### config.mk
export PLATFORM = sky130hd
export DESIGN_NAME = radix_integer_to_ascii_unit
export DESIGN_NICKNAME = d
export VERILOG_FILES = /design/src/ritoa_pkg.sv /design/src/ritoa_digit_ram.sv /design/src/ritoa_divider.sv /design/src/radix_integer_to_ascii_unit.sv
export SDC_FILE = /design/constraint.sdc
export NUM_CORES = 1
export LEC_CHECK = 0
export BUFFER_PORTS_ARGS = -buffer_cell sky130_fd_sc_hd__buf_2
export CAP_MARGIN = 40
export CORE_MARGIN = 5
export CORE_UTILIZATION = 38
export CTS_CLUSTER_SIZE = 28
export DETAILED_ROUTE_END_ITERATION = 8
export PLACE_DENSITY = 0.55
export SLEW_MARGIN = 20
export SYNTH_ARGS = -nofsm -noshare
export SYNTH_HDL_FRONTEND = slang
export SYNTH_SLANG_ARGS = --single-unit
### constraint.sdc
create_clock -name clock -period 51 [get_ports clock]
set_input_delay 2.55 -clock clock [delete_from_list [all_inputs] [get_ports clock]]
set_output_delay 2.55 -clock clock [all_outputs]
set_load 0.05 [all_outputs]
### src/ritoa_pkg.sv
// ----------------------------------------------------------------------------
// ritoa_pkg
// Shared types, constants and helpers for the radix integer-to-ASCII unit.
// ----------------------------------------------------------------------------
package ritoa_pkg;

   localparam int VALUE_BITS_DEFAULT = 64;
   localparam int CHUNK_BITS         = 8;

   localparam logic [5:0] MIN_RADIX = 6'd2;
   localparam logic [5:0] MAX_RADIX = 6'd36;

   localparam logic [1:0] MODE_FULL  = 2'd0;
   localparam logic [1:0] MODE_BYTE  = 2'd1;
   localparam logic [1:0] MODE_HALF  = 2'd2;

   localparam logic [6:0] CHAR_ZERO   = 7'h30;
   localparam logic [6:0] CHAR_LOWER_A = 7'h61;
   localparam logic [5:0] DECIMAL_DIGITS = 6'd10;

   typedef struct packed {
      logic [63:0] value;
      logic [5:0]  radix;
      logic [1:0]  length_mode;
   } req_type;

   typedef struct packed {
      logic [6:0] digit_char;
      logic       last_digit;
   } rsp_type;

   typedef enum logic [1:0] {
      ST_IDLE,
      ST_DIVIDE,
      ST_EMIT
   } state_type;

   function automatic logic [6:0] digit_to_char(input logic [5:0] digit);
      logic [6:0] ch;
      if (digit < DECIMAL_DIGITS) begin
         ch = CHAR_ZERO + {1'b0, digit};
      end else begin
         ch = CHAR_LOWER_A + {1'b0, digit - DECIMAL_DIGITS};
      end
      return ch;
   endfunction

endpackage

### src/ritoa_digit_ram.sv
// ----------------------------------------------------------------------------
// ritoa_digit_ram
// Digit store: one write port, one read port, registered read data.
// ----------------------------------------------------------------------------
module ritoa_digit_ram #(
   parameter int DEPTH = 64
) (
   input  logic                     clock,
   input  logic                     wr_en,
   input  logic [$clog2(DEPTH)-1:0] wr_addr,
   input  logic [5:0]               wr_data,
   input  logic                     rd_en,
   input  logic [$clog2(DEPTH)-1:0] rd_addr,
   output logic [5:0]               rd_data
);

   logic [5:0] mem_ff [DEPTH];
   logic [5:0] rd_data_ff;

   always_ff @(posedge clock) begin
      if (wr_en) begin
         mem_ff[wr_addr] <= wr_data;
      end
   end

   always_ff @(posedge clock) begin
      if (rd_en) begin
         rd_data_ff <= mem_ff[rd_addr];
      end
   end

   assign rd_data = rd_data_ff;

endmodule

### src/ritoa_divider.sv
// ----------------------------------------------------------------------------
// ritoa_divider
// Iterative restoring divider by a 6-bit radix, eight quotient bits a cycle.
// ----------------------------------------------------------------------------
module ritoa_divider #(
   parameter int VALUE_BITS = ritoa_pkg::VALUE_BITS_DEFAULT
) (
   input  logic                  clock,
   input  logic                  reset,
   input  logic                  start,
   input  logic [VALUE_BITS-1:0] dividend,
   input  logic [5:0]            radix,
   output logic                  done,
   output logic [VALUE_BITS-1:0] quotient,
   output logic [5:0]            remainder
);
   import ritoa_pkg::*;

   localparam int NSTEP = (VALUE_BITS + CHUNK_BITS - 1) / CHUNK_BITS;
   localparam int DW    = NSTEP * CHUNK_BITS;
   localparam int CW    = $clog2(NSTEP + 1);

   logic [DW-1:0] quo_ff, quo_in;
   logic [5:0]    rem_ff, rem_in;
   logic [5:0]    radix_ff;
   logic [CW-1:0] cnt_ff, cnt_in;
   logic          run_ff, run_in;
   logic          done_ff, done_in;

   logic [DW-1:0] q_step;
   logic [5:0]    r_step;
   logic [6:0]    trial;

   always_comb begin
      q_step = quo_ff;
      r_step = rem_ff;
      trial  = 7'd0;
      for (int i = 0; i < CHUNK_BITS; i++) begin
         trial  = {r_step, q_step[DW-1]};
         q_step = {q_step[DW-2:0], 1'b0};
         if (trial >= {1'b0, radix_ff}) begin
            trial     = trial - {1'b0, radix_ff};
            q_step[0] = 1'b1;
         end
         r_step = trial[5:0];
      end
   end

   always_comb begin
      quo_in  = quo_ff;
      rem_in  = rem_ff;
      cnt_in  = cnt_ff;
      run_in  = run_ff;
      done_in = 1'b0;
      if (start) begin
         quo_in = DW'(dividend);
         rem_in = 6'd0;
         cnt_in = '0;
         run_in = 1'b1;
      end else if (run_ff) begin
         quo_in = q_step;
         rem_in = r_step;
         cnt_in = cnt_ff + 1'b1;
         if (cnt_ff == CW'(NSTEP - 1)) begin
            run_in  = 1'b0;
            done_in = 1'b1;
         end
      end
   end

   always_ff @(posedge clock) begin
      if (reset) begin
         run_ff  <= 1'b0;
         done_ff <= 1'b0;
         cnt_ff  <= '0;
      end else begin
         run_ff  <= run_in;
         done_ff <= done_in;
         cnt_ff  <= cnt_in;
      end
   end

   always_ff @(posedge clock) begin
      quo_ff <= quo_in;
      rem_ff <= rem_in;
      if (start) begin
         radix_ff <= radix;
      end
   end

   assign done      = done_ff;
   assign quotient  = quo_ff[VALUE_BITS-1:0];
   assign remainder = rem_ff;

   a_done_not_running: assert property (@(posedge clock) disable iff (reset)
      done_ff |-> !run_ff || $past(start))
      else $error("divider done while still running");

   a_rem_below_radix: assert property (@(posedge clock) disable iff (reset)
      done_ff && radix_ff != 6'd0 |-> rem_ff < radix_ff)
      else $error("remainder not below radix");

endmodule

### src/radix_integer_to_ascii_unit.sv
// ----------------------------------------------------------------------------
// radix_integer_to_ascii_unit
// Converts an unsigned value to ASCII digits in radix 2..36, most significant
// digit first, one character per result strobe.
// ----------------------------------------------------------------------------
// A transaction is taken when start is high and busy is low. Digits come out
// one per cycle on rsp_strobe with no way to stall them, the final digit
// flagged by last_digit. The shared divider retires eight quotient bits a
// cycle and yields one digit per pass; digits are parked in a digit store
// and then read back in reverse order, one a cycle. The last digit is
// strobed in the first cycle with busy low.
module radix_integer_to_ascii_unit #(
   parameter int VALUE_BITS = ritoa_pkg::VALUE_BITS_DEFAULT
) (
   input  logic                clock,
   input  logic                reset,
   input  logic                start,
   output logic                busy,
   input  ritoa_pkg::req_type  req_payload,
   output logic                rsp_strobe,
   output ritoa_pkg::rsp_type  rsp_payload
);
   import ritoa_pkg::*;

   localparam int AW   = $clog2(VALUE_BITS);
   localparam int CNTW = $clog2(VALUE_BITS + 1);

   state_type       state_ff, state_in;
   logic [CNTW-1:0] cnt_ff, cnt_in;
   logic [AW-1:0]   idx_ff, idx_in;
   logic [5:0]      radix_ff, radix_in;
   logic            pend_ff, pend_in;
   logic            last_ff, last_in;

   logic [VALUE_BITS-1:0] value_masked;
   logic [5:0]            radix_clamped;
   logic                  accept;

   logic                  div_start;
   logic [VALUE_BITS-1:0] div_dividend;
   logic [5:0]            div_radix;
   logic                  div_done;
   logic [VALUE_BITS-1:0] div_quotient;
   logic [5:0]            div_rem;

   logic                  wr_en;
   logic                  rd_en;
   logic [5:0]            rd_data;

   assign accept = start && (state_ff == ST_IDLE);
   assign busy   = (state_ff != ST_IDLE);

   always_comb begin
      value_masked = req_payload.value[VALUE_BITS-1:0];
      case (req_payload.length_mode)
         MODE_BYTE: value_masked = value_masked & VALUE_BITS'(64'hFF);
         MODE_HALF: value_masked = value_masked & VALUE_BITS'(64'hFFFF);
         default:   value_masked = value_masked;
      endcase
      if (req_payload.radix < MIN_RADIX) begin
         radix_clamped = MIN_RADIX;
      end else if (req_payload.radix > MAX_RADIX) begin
         radix_clamped = MAX_RADIX;
      end else begin
         radix_clamped = req_payload.radix;
      end
   end

   always_comb begin
      state_in     = state_ff;
      cnt_in       = cnt_ff;
      idx_in       = idx_ff;
      radix_in     = radix_ff;
      pend_in      = 1'b0;
      last_in      = 1'b0;
      div_start    = 1'b0;
      div_dividend = div_quotient;
      div_radix    = radix_ff;
      wr_en        = 1'b0;
      rd_en        = 1'b0;
      case (state_ff)
         ST_IDLE: begin
            if (accept) begin
               div_start    = 1'b1;
               div_dividend = value_masked;
               div_radix    = radix_clamped;
               radix_in     = radix_clamped;
               cnt_in       = '0;
               state_in     = ST_DIVIDE;
            end
         end
         ST_DIVIDE: begin
            if (div_done) begin
               wr_en  = 1'b1;
               cnt_in = cnt_ff + 1'b1;
               if (div_quotient == '0) begin
                  idx_in   = cnt_ff[AW-1:0];
                  state_in = ST_EMIT;
               end else begin
                  div_start = 1'b1;
               end
            end
         end
         ST_EMIT: begin
            rd_en   = 1'b1;
            pend_in = 1'b1;
            last_in = (idx_ff == '0);
            idx_in  = idx_ff - 1'b1;
            if (idx_ff == '0) begin
               state_in = ST_IDLE;
            end
         end
         default: begin
            state_in = ST_IDLE;
         end
      endcase
   end

   always_ff @(posedge clock) begin
      if (reset) begin
         state_ff <= ST_IDLE;
         cnt_ff   <= '0;
         pend_ff  <= 1'b0;
      end else begin
         state_ff <= state_in;
         cnt_ff   <= cnt_in;
         pend_ff  <= pend_in;
      end
   end

   always_ff @(posedge clock) begin
      idx_ff   <= idx_in;
      radix_ff <= radix_in;
      last_ff  <= last_in;
   end

   ritoa_divider #(
      .VALUE_BITS (VALUE_BITS)
   ) u_divider (
      .clock     (clock),
      .reset     (reset),
      .start     (div_start),
      .dividend  (div_dividend),
      .radix     (div_radix),
      .done      (div_done),
      .quotient  (div_quotient),
      .remainder (div_rem)
   );

   ritoa_digit_ram #(
      .DEPTH (VALUE_BITS)
   ) u_digit_ram (
      .clock   (clock),
      .wr_en   (wr_en),
      .wr_addr (cnt_ff[AW-1:0]),
      .wr_data (div_rem),
      .rd_en   (rd_en),
      .rd_addr (idx_ff),
      .rd_data (rd_data)
   );

   assign rsp_strobe             = pend_ff;
   assign rsp_payload.digit_char = digit_to_char(rd_data);
   assign rsp_payload.last_digit = last_ff;

   a_strobe_from_emit: assert property (@(posedge clock) disable iff (reset)
      rsp_strobe |-> $past(state_ff) == ST_EMIT)
      else $error("digit strobed outside readout");

   a_count_bounded: assert property (@(posedge clock) disable iff (reset)
      cnt_ff <= CNTW'(VALUE_BITS))
      else $error("digit count beyond value width");

   a_done_in_divide: assert property (@(posedge clock) disable iff (reset)
      div_done |-> state_ff == ST_DIVIDE)
      else $error("divider finished outside divide phase");

   a_accept_goes_busy: assert property (@(posedge clock) disable iff (reset)
      accept |=> busy && cnt_ff == '0)
      else $error("transaction accepted without going busy");

endmodule

==> results of run 1 <==
[layout by cell type, fill, tap and decap left out, types with 12 or more instances in the layout]
master,instances
a21oi_1,33
nor4_1,17
nand3_1,71
ha_1,57
clkbuf_1,22
edfxtp_1,466
o21ai_0,45
a21o_1,14
clkbuf_16,54
dfxtp_1,22
nor2_1,102
buf_2,84
nand2_1,188
mux4_2,126
buf_4,18
nor3_1,12
xnor2_1,26
xor2_1,21
inv_1,51
[cell type report]
class                      count  area share (%)
antenna                        1         0.00978
clock buffer                  76            5.60
clock inverter                25            1.05
inverter                      52           0.762
multi-input combinational    871            29.4
sequential                   494            56.9
tap                          773            3.78
timing repair buffer         107            2.49
[routing by layer]
metal,GRT usage (%),vias up,part of all wire [%]
li1,-,5931,-
met1,24.2,6431,44
met2,26.1,382,47
met3,3.61,76,6.7
met4,3.79,4,1.9
met5,0,-,0.051
[worst max-delay path by stage]
stage,start,to,depth (start not counted)
final,u_divider.radix_ff[1],u_divider.remainder[0],73
after global routing,u_divider.radix_ff[1],u_divider.remainder[2],73
after CTS,u_divider.radix_ff[1],u_divider.remainder[0],74
after detailed placement,u_divider.radix_ff[1],u_divider.remainder[0],74
after global placement,u_divider.radix_ff[1],u_divider.remainder[0],76
after floorplan,u_divider.remainder[1],u_divider.remainder[0],81
[worst register-to-register path, delay by kind of cell (launching register included)]
family                     cells  cell delay [ps]
buffers and inverters          4              730
AOI/OAI and AO/OA             45            10980
and+or+nand+nor               12             1800
adders and majority gates      8             2500
muxes                          4             1310
DFF                            1              670
[metrics by stage]
stage          util [%]  cells  setup WS, ps  cell area (um^2)  hold slack [ps]
6_report           43.5   2399         32960             25600              435
3_3_place_gp       40.4   2292         33660             23800              420
2_1_floorplan         -   1488         34720             22600              408
5_1_grt            43.5   2398         31540             25600              473
4_1_cts            43.4   2396         33060             25600              441
3_5_place_dp       40.5   2295         33190             23900              428
[kinds of logic (layout without fill, tap and decap cells)]
kind of cell | after synthesis | count (layout)
AO/OA/AOI/OAI | 156 | 156
XOR/XNOR | 47 | 47
adder cells (fa/ha/maj) | 66 | 66
buffers and inverters | 123 | 260
flip-flops | 494 | 494
multiplexers | 148 | 148
other | 0 | 1
AND/OR/NAND/NOR | 454 | 454
[registers in the layout (all words and copies together), names as in the netlist]
signal / flops
last_ff: 1
u_divider.radix_ff: 6
u_digit_ram.mem_ff: 384
u_digit_ram.rd_data: 6
u_divider.cnt_ff: 4
state_ff: 2
u_divider.done: 1
rsp_strobe: 1
cnt_ff: 6
u_divider.quotient: 64
idx_ff: 6
radix_ff: 6
u_divider.remainder: 6
u_divider.run_ff: 1
==> results.json, run 1 <==
{
  "core-area_um2": 58900,
  "critical_path_buf_inv_count": 4,
  "synthAdderAreaFrac_pct": 3.91,
  "die_x_um": 254,
  "crit_type": "flop to flop",
  "num-fill-cells": 5280,
  "cts_max_level": 2,
  "end_kind": "flop",
  "drt_pass1_iterations": 5,
  "synthesis.area_um2": 22600,
  "syn_avg_cell_area_um2": 15.2,
  "cts_setup_buffers": 0,
  "outcome": "finished clean",
  "tritoncts": "yes",
  "initial_core_util_pct": 38.3,
  "slew_headroom_pct": 48.0,
  "synth_compound_area_share_pct": 4.84,
  "clock_path_buffers": 3,
  "hold_buffers": 0,
  "synthArstFlopShare_pct": 0,
  "fin_nets": 1720,
  "fin_crit_sh_pct": 35.4,
  "synth_top_family_by_area": "multiplexers",
  "synth_most_common_cell": "edfxtp_1",
  "hold_viol": 0,
  "io_pins": 85,
  "ys_seq_area_share_pct": 64.5,
  "crit_top_cell": "o21ai_0",
  "post-route-drc-count": 0,
  "syn-num-nets": 1628,
  "antenna_found_initial": 6,
  "min_path_type": "flop to flop",
  "arrival_ps": 18570,
  "drive_gt1_share_pct": 21.8,
  "gp_congestion": 0.850,
  "worstSkewPairLatency_ps": 630,
  "yosys.area.top_type_share_pct": 62.0,
  "drv_cap": 0,
  "fp.dieH_um": 254,
  "grt_usage_pct": 16.7,
  "yosysWarnings": 0,
  "drtIter0Drc": 1065,
  "synth_seq_cells": 494,
  "cts_buffers": 54,
  "synth_edf_count": 466,
  "io_buffers": 84,
  "synth-simple-area-share_pct": 9.13,
  "multi_input_area_um2": 7530,
  "drv_slew": 0,
  "vias": 12800,
  "cp_data_required_time_ps": 51530,
  "hold_end": "radix_ff[4]",
  "timing.fmax_mhz": 55.4,
  "holdPathStages": 2,
  "critPathLaunchType": "flop",
  "finalSetupViolCount": 0,
  "crit_family": "compound AO/OA/AOI/OAI gates",
  "cts_root_buffer": "clkbuf_16",
  "cpMaxStageDelayCell": "edfxtp_1",
  "wl_um": 53300,
  "ctsResizeCount": 0,
  "crit_fanout": 21,
  "grt_pass1_vias": 13300,
  "cts_sinks": 494,
  "r2r_slack_ps": 32960,
  "grt-ovfl-total": 0,
  "rows": 89,
  "yosys-mux-area-fraction_pct": 13.6,
  "grt_pass1_wl_um": 81800,
  "area_growth_pct": 13.4,
  "netlist-cell-type-count": 80,
  "syn_inst": 1488,
  "slowest_delay_ps": 670,
  "synth_top_cell_by_area": "edfxtp_1",
  "via_per_inst": 5.35,
  "synth_flop_cell": "edfxtp_1",
  "clk_pin_slew_ps": 60,
  "rsz0062_at_grt": "false",
  "grt_max_degree": 70,
  "ant_nets": 0,
  "area.sequential_um2": 14600,
  "r2r-start": "u_divider.radix_ff[1]",
  "synthTopCellsByCount": "466 x edfxtp_1, 189 x nand2_1, 126 x mux4_2",
  "min-delay-start": "radix_ff[4]",
  "period_needed_ps": 18040,
  "post_drt_wl_per_cell_um": 22.2,
  "synth_xor_area_share_pct": 1.82,
  "die_area_um2": 64400,
  "final.setup_skew_ps": 37.3,
  "worstMarginPinSlew_ps": 780,
  "reg2reg_depth": 73,
  "r2r-end": "u_divider.remainder[0]",
  "yosys-top-cells-area": "edfxtp_1 62%, mux4_2 13%, ha_1 3.2%",
  "hpwl_um": 34700,
  "setup_tns_ps": 0
}
Power of run 1 is left out: the tool's default activity adds up to more than one toggle a clock period on the data nets, which glitch-free logic cannot reach.
==> run 2, diff against run 1 <==
--- a/config.mk
+++ b/config.mk
@@ -11,7 +11,7 @@
 export CORE_UTILIZATION = 38
 export CTS_CLUSTER_SIZE = 28
 export DETAILED_ROUTE_END_ITERATION = 8
-export PLACE_DENSITY = 0.55
+export PLACE_DENSITY = 0.57
 export SLEW_MARGIN = 20
 export SYNTH_ARGS = -nofsm -noshare
 export SYNTH_HDL_FRONTEND = slang
==> constraint.sdc (replaced) <==
create_clock -name clock -period 14.8 [get_ports clock]
set_input_delay 0.74 -clock clock [delete_from_list [all_inputs] [get_ports clock]]
set_output_delay 0.74 -clock clock [all_outputs]
set_load 0.05 [all_outputs]
==> results.json, run 2 (same netlist as run 1, synthesis figures left out) <==
{
  "cpMaxStageDelayCell": "edfxtp_1",
  "grt_pass1_vias": 13600,
  "die_area_um2": 64400,
  "initial_core_util_pct": 38.3,
  "vias": 13200,
  "grt_pass1_wl_um": 82100,
  "gp_congestion": 0.864,
  "post_drt_wl_per_cell_um": 21.8,
  "grt_usage_pct": 16.6,
  "reg2reg_depth": 73,
  "wl_um": 54000,
  "postPlaceCellArea_um2": 24200,
  "via_per_inst": 5.35,
  "largest_reg_flops": 384,
  "drv_cap": 0,
  "arrival_ps": 14880,
  "ant_nets": 0,
  "fp.dieH_um": 254,
  "drive_gt1_share_pct": 29.6,
  "tritoncts": "yes",
  "crit_family": "compound AO/OA/AOI/OAI gates",
  "area_growth_pct": 18.6,
  "outcome": "finished clean",
  "final_common_cell": "edfxtp_1",
  "crit_top_cell": "a21o_1",
  "clock_path_buffers": 3,
  "final_util_pct": 45.4,
  "end_kind": "flop",
  "hold_buffers": 0,
  "cts_root_buffer": "clkbuf_16",
  "drtIter0Drc": 943,
  "layout_common_cells": "466 x edfxtp_1, 185 x nand2_1, 126 x mux4_2, 101 x nor2_1, 98 x buf_4",
  "holdPathStages": 3,
  "setup_tns_ps": 0,
  "fin_area_um2": 26800,
  "period_needed_ps": 14360,
  "crit_fanout": 6,
  "die_x_um": 254,
  "placed_cells": 2318,
  "worstSkewPairLatency_ps": 600,
  "grt_max_degree": 81,
  "post-route-drc-count": 0,
  "hpwl_um": 34900,
  "crit_type": "flop to flop",
  "cts_max_level": 2,
  "worstMarginPinSlew_ps": 835,
  "path_depth": 73,
  "critical_path_buf_inv_count": 6,
  "drt_pass1_iterations": 5,
  "drv_slew": 0,
  "largest_register": "u_digit_ram.mem_ff",
  "cts_buffers": 52,
  "fin_nets": 1800,
  "slew_headroom_pct": 44.3,
  "rows": 89,
  "cts_sinks": 494,
  "clk_pin_slew_ps": 60,
  "hold_viol": 0,
  "io_pins": 85,
  "antenna_found_initial": 3,
  "critPathLaunchType": "flop",
  "final.setup_skew_ps": 27.4,
  "grt-ovfl-total": 0,
  "core-area_um2": 58900,
  "slowest_delay_ps": 370,
  "layout.cells.non_filler": 2477,
  "cp_data_required_time_ps": 15320,
  "io_buffers": 84,
  "timing.fmax_mhz": 69.6,
  "min_path_type": "primary input to flop",
  "finalSetupViolCount": 0,
  "fin_crit_sh_pct": 97.0
}
[run 2: timing repair]
action,4_1_cts,5_1_grt
endpoints found under the setup margin,7,7
hold endpoints to repair,0,0
buffers inserted,27,30
pin swaps,16,46
gates cloned,1,1
gates resized for setup,15,45
[run 2: tightest hold or removal path, stage by stage]
cell and delay (ps):
buf_2 70, nand2_1 40, nand2_1 50
[run 2: worst paths after layout]
kind | slack [ps] | start | end
worst max-delay path | 440 | u_divider.radix_ff[2] | u_divider.remainder[0]
worst min-delay path | 430 | req_payload[14] | u_divider.quotient[6]
worst max register to register | 440 | u_divider.radix_ff[2] | u_divider.remainder[0]
worst min register to register | 440 | radix_ff[0] | radix_ff[0]
[run 2: area by class of cell]
type                            count  area (um^2)
Inverter                           52          200
Timing Repair Buffer              187         1250
Sequential cell                   494        14600
Clock buffer                       65         1440
Clock inverter                     31          342
Tap cell                          773          967
Multi-Input combinational cell    873         7990
Antenna cell                        2         5.00
Fill cell                        5100        32100
[run 2: routing by layer]
layer	share of wire (%)	track usage [%]	vias up
li1	-	-	6084
met1	43	22.9	6661
met2	48	27.0	408
met3	5.9	2.99	87
met4	2.8	5.31	2
met5	0.024	0	-
[run 2: per-stage QoR]
| stage | hold WS (ps) | worst slack [ps] |
|---|---|---|
| detailed placement | 431 | -394 |
| CTS | 394 | 13.6 |
| global route | 405 | -161 |
| global placement | 432 | -50.3 |
| finish | 432 | 437 |
| floorplan | 408 | 8.83 |
Power of run 2 is left out for the same reason.
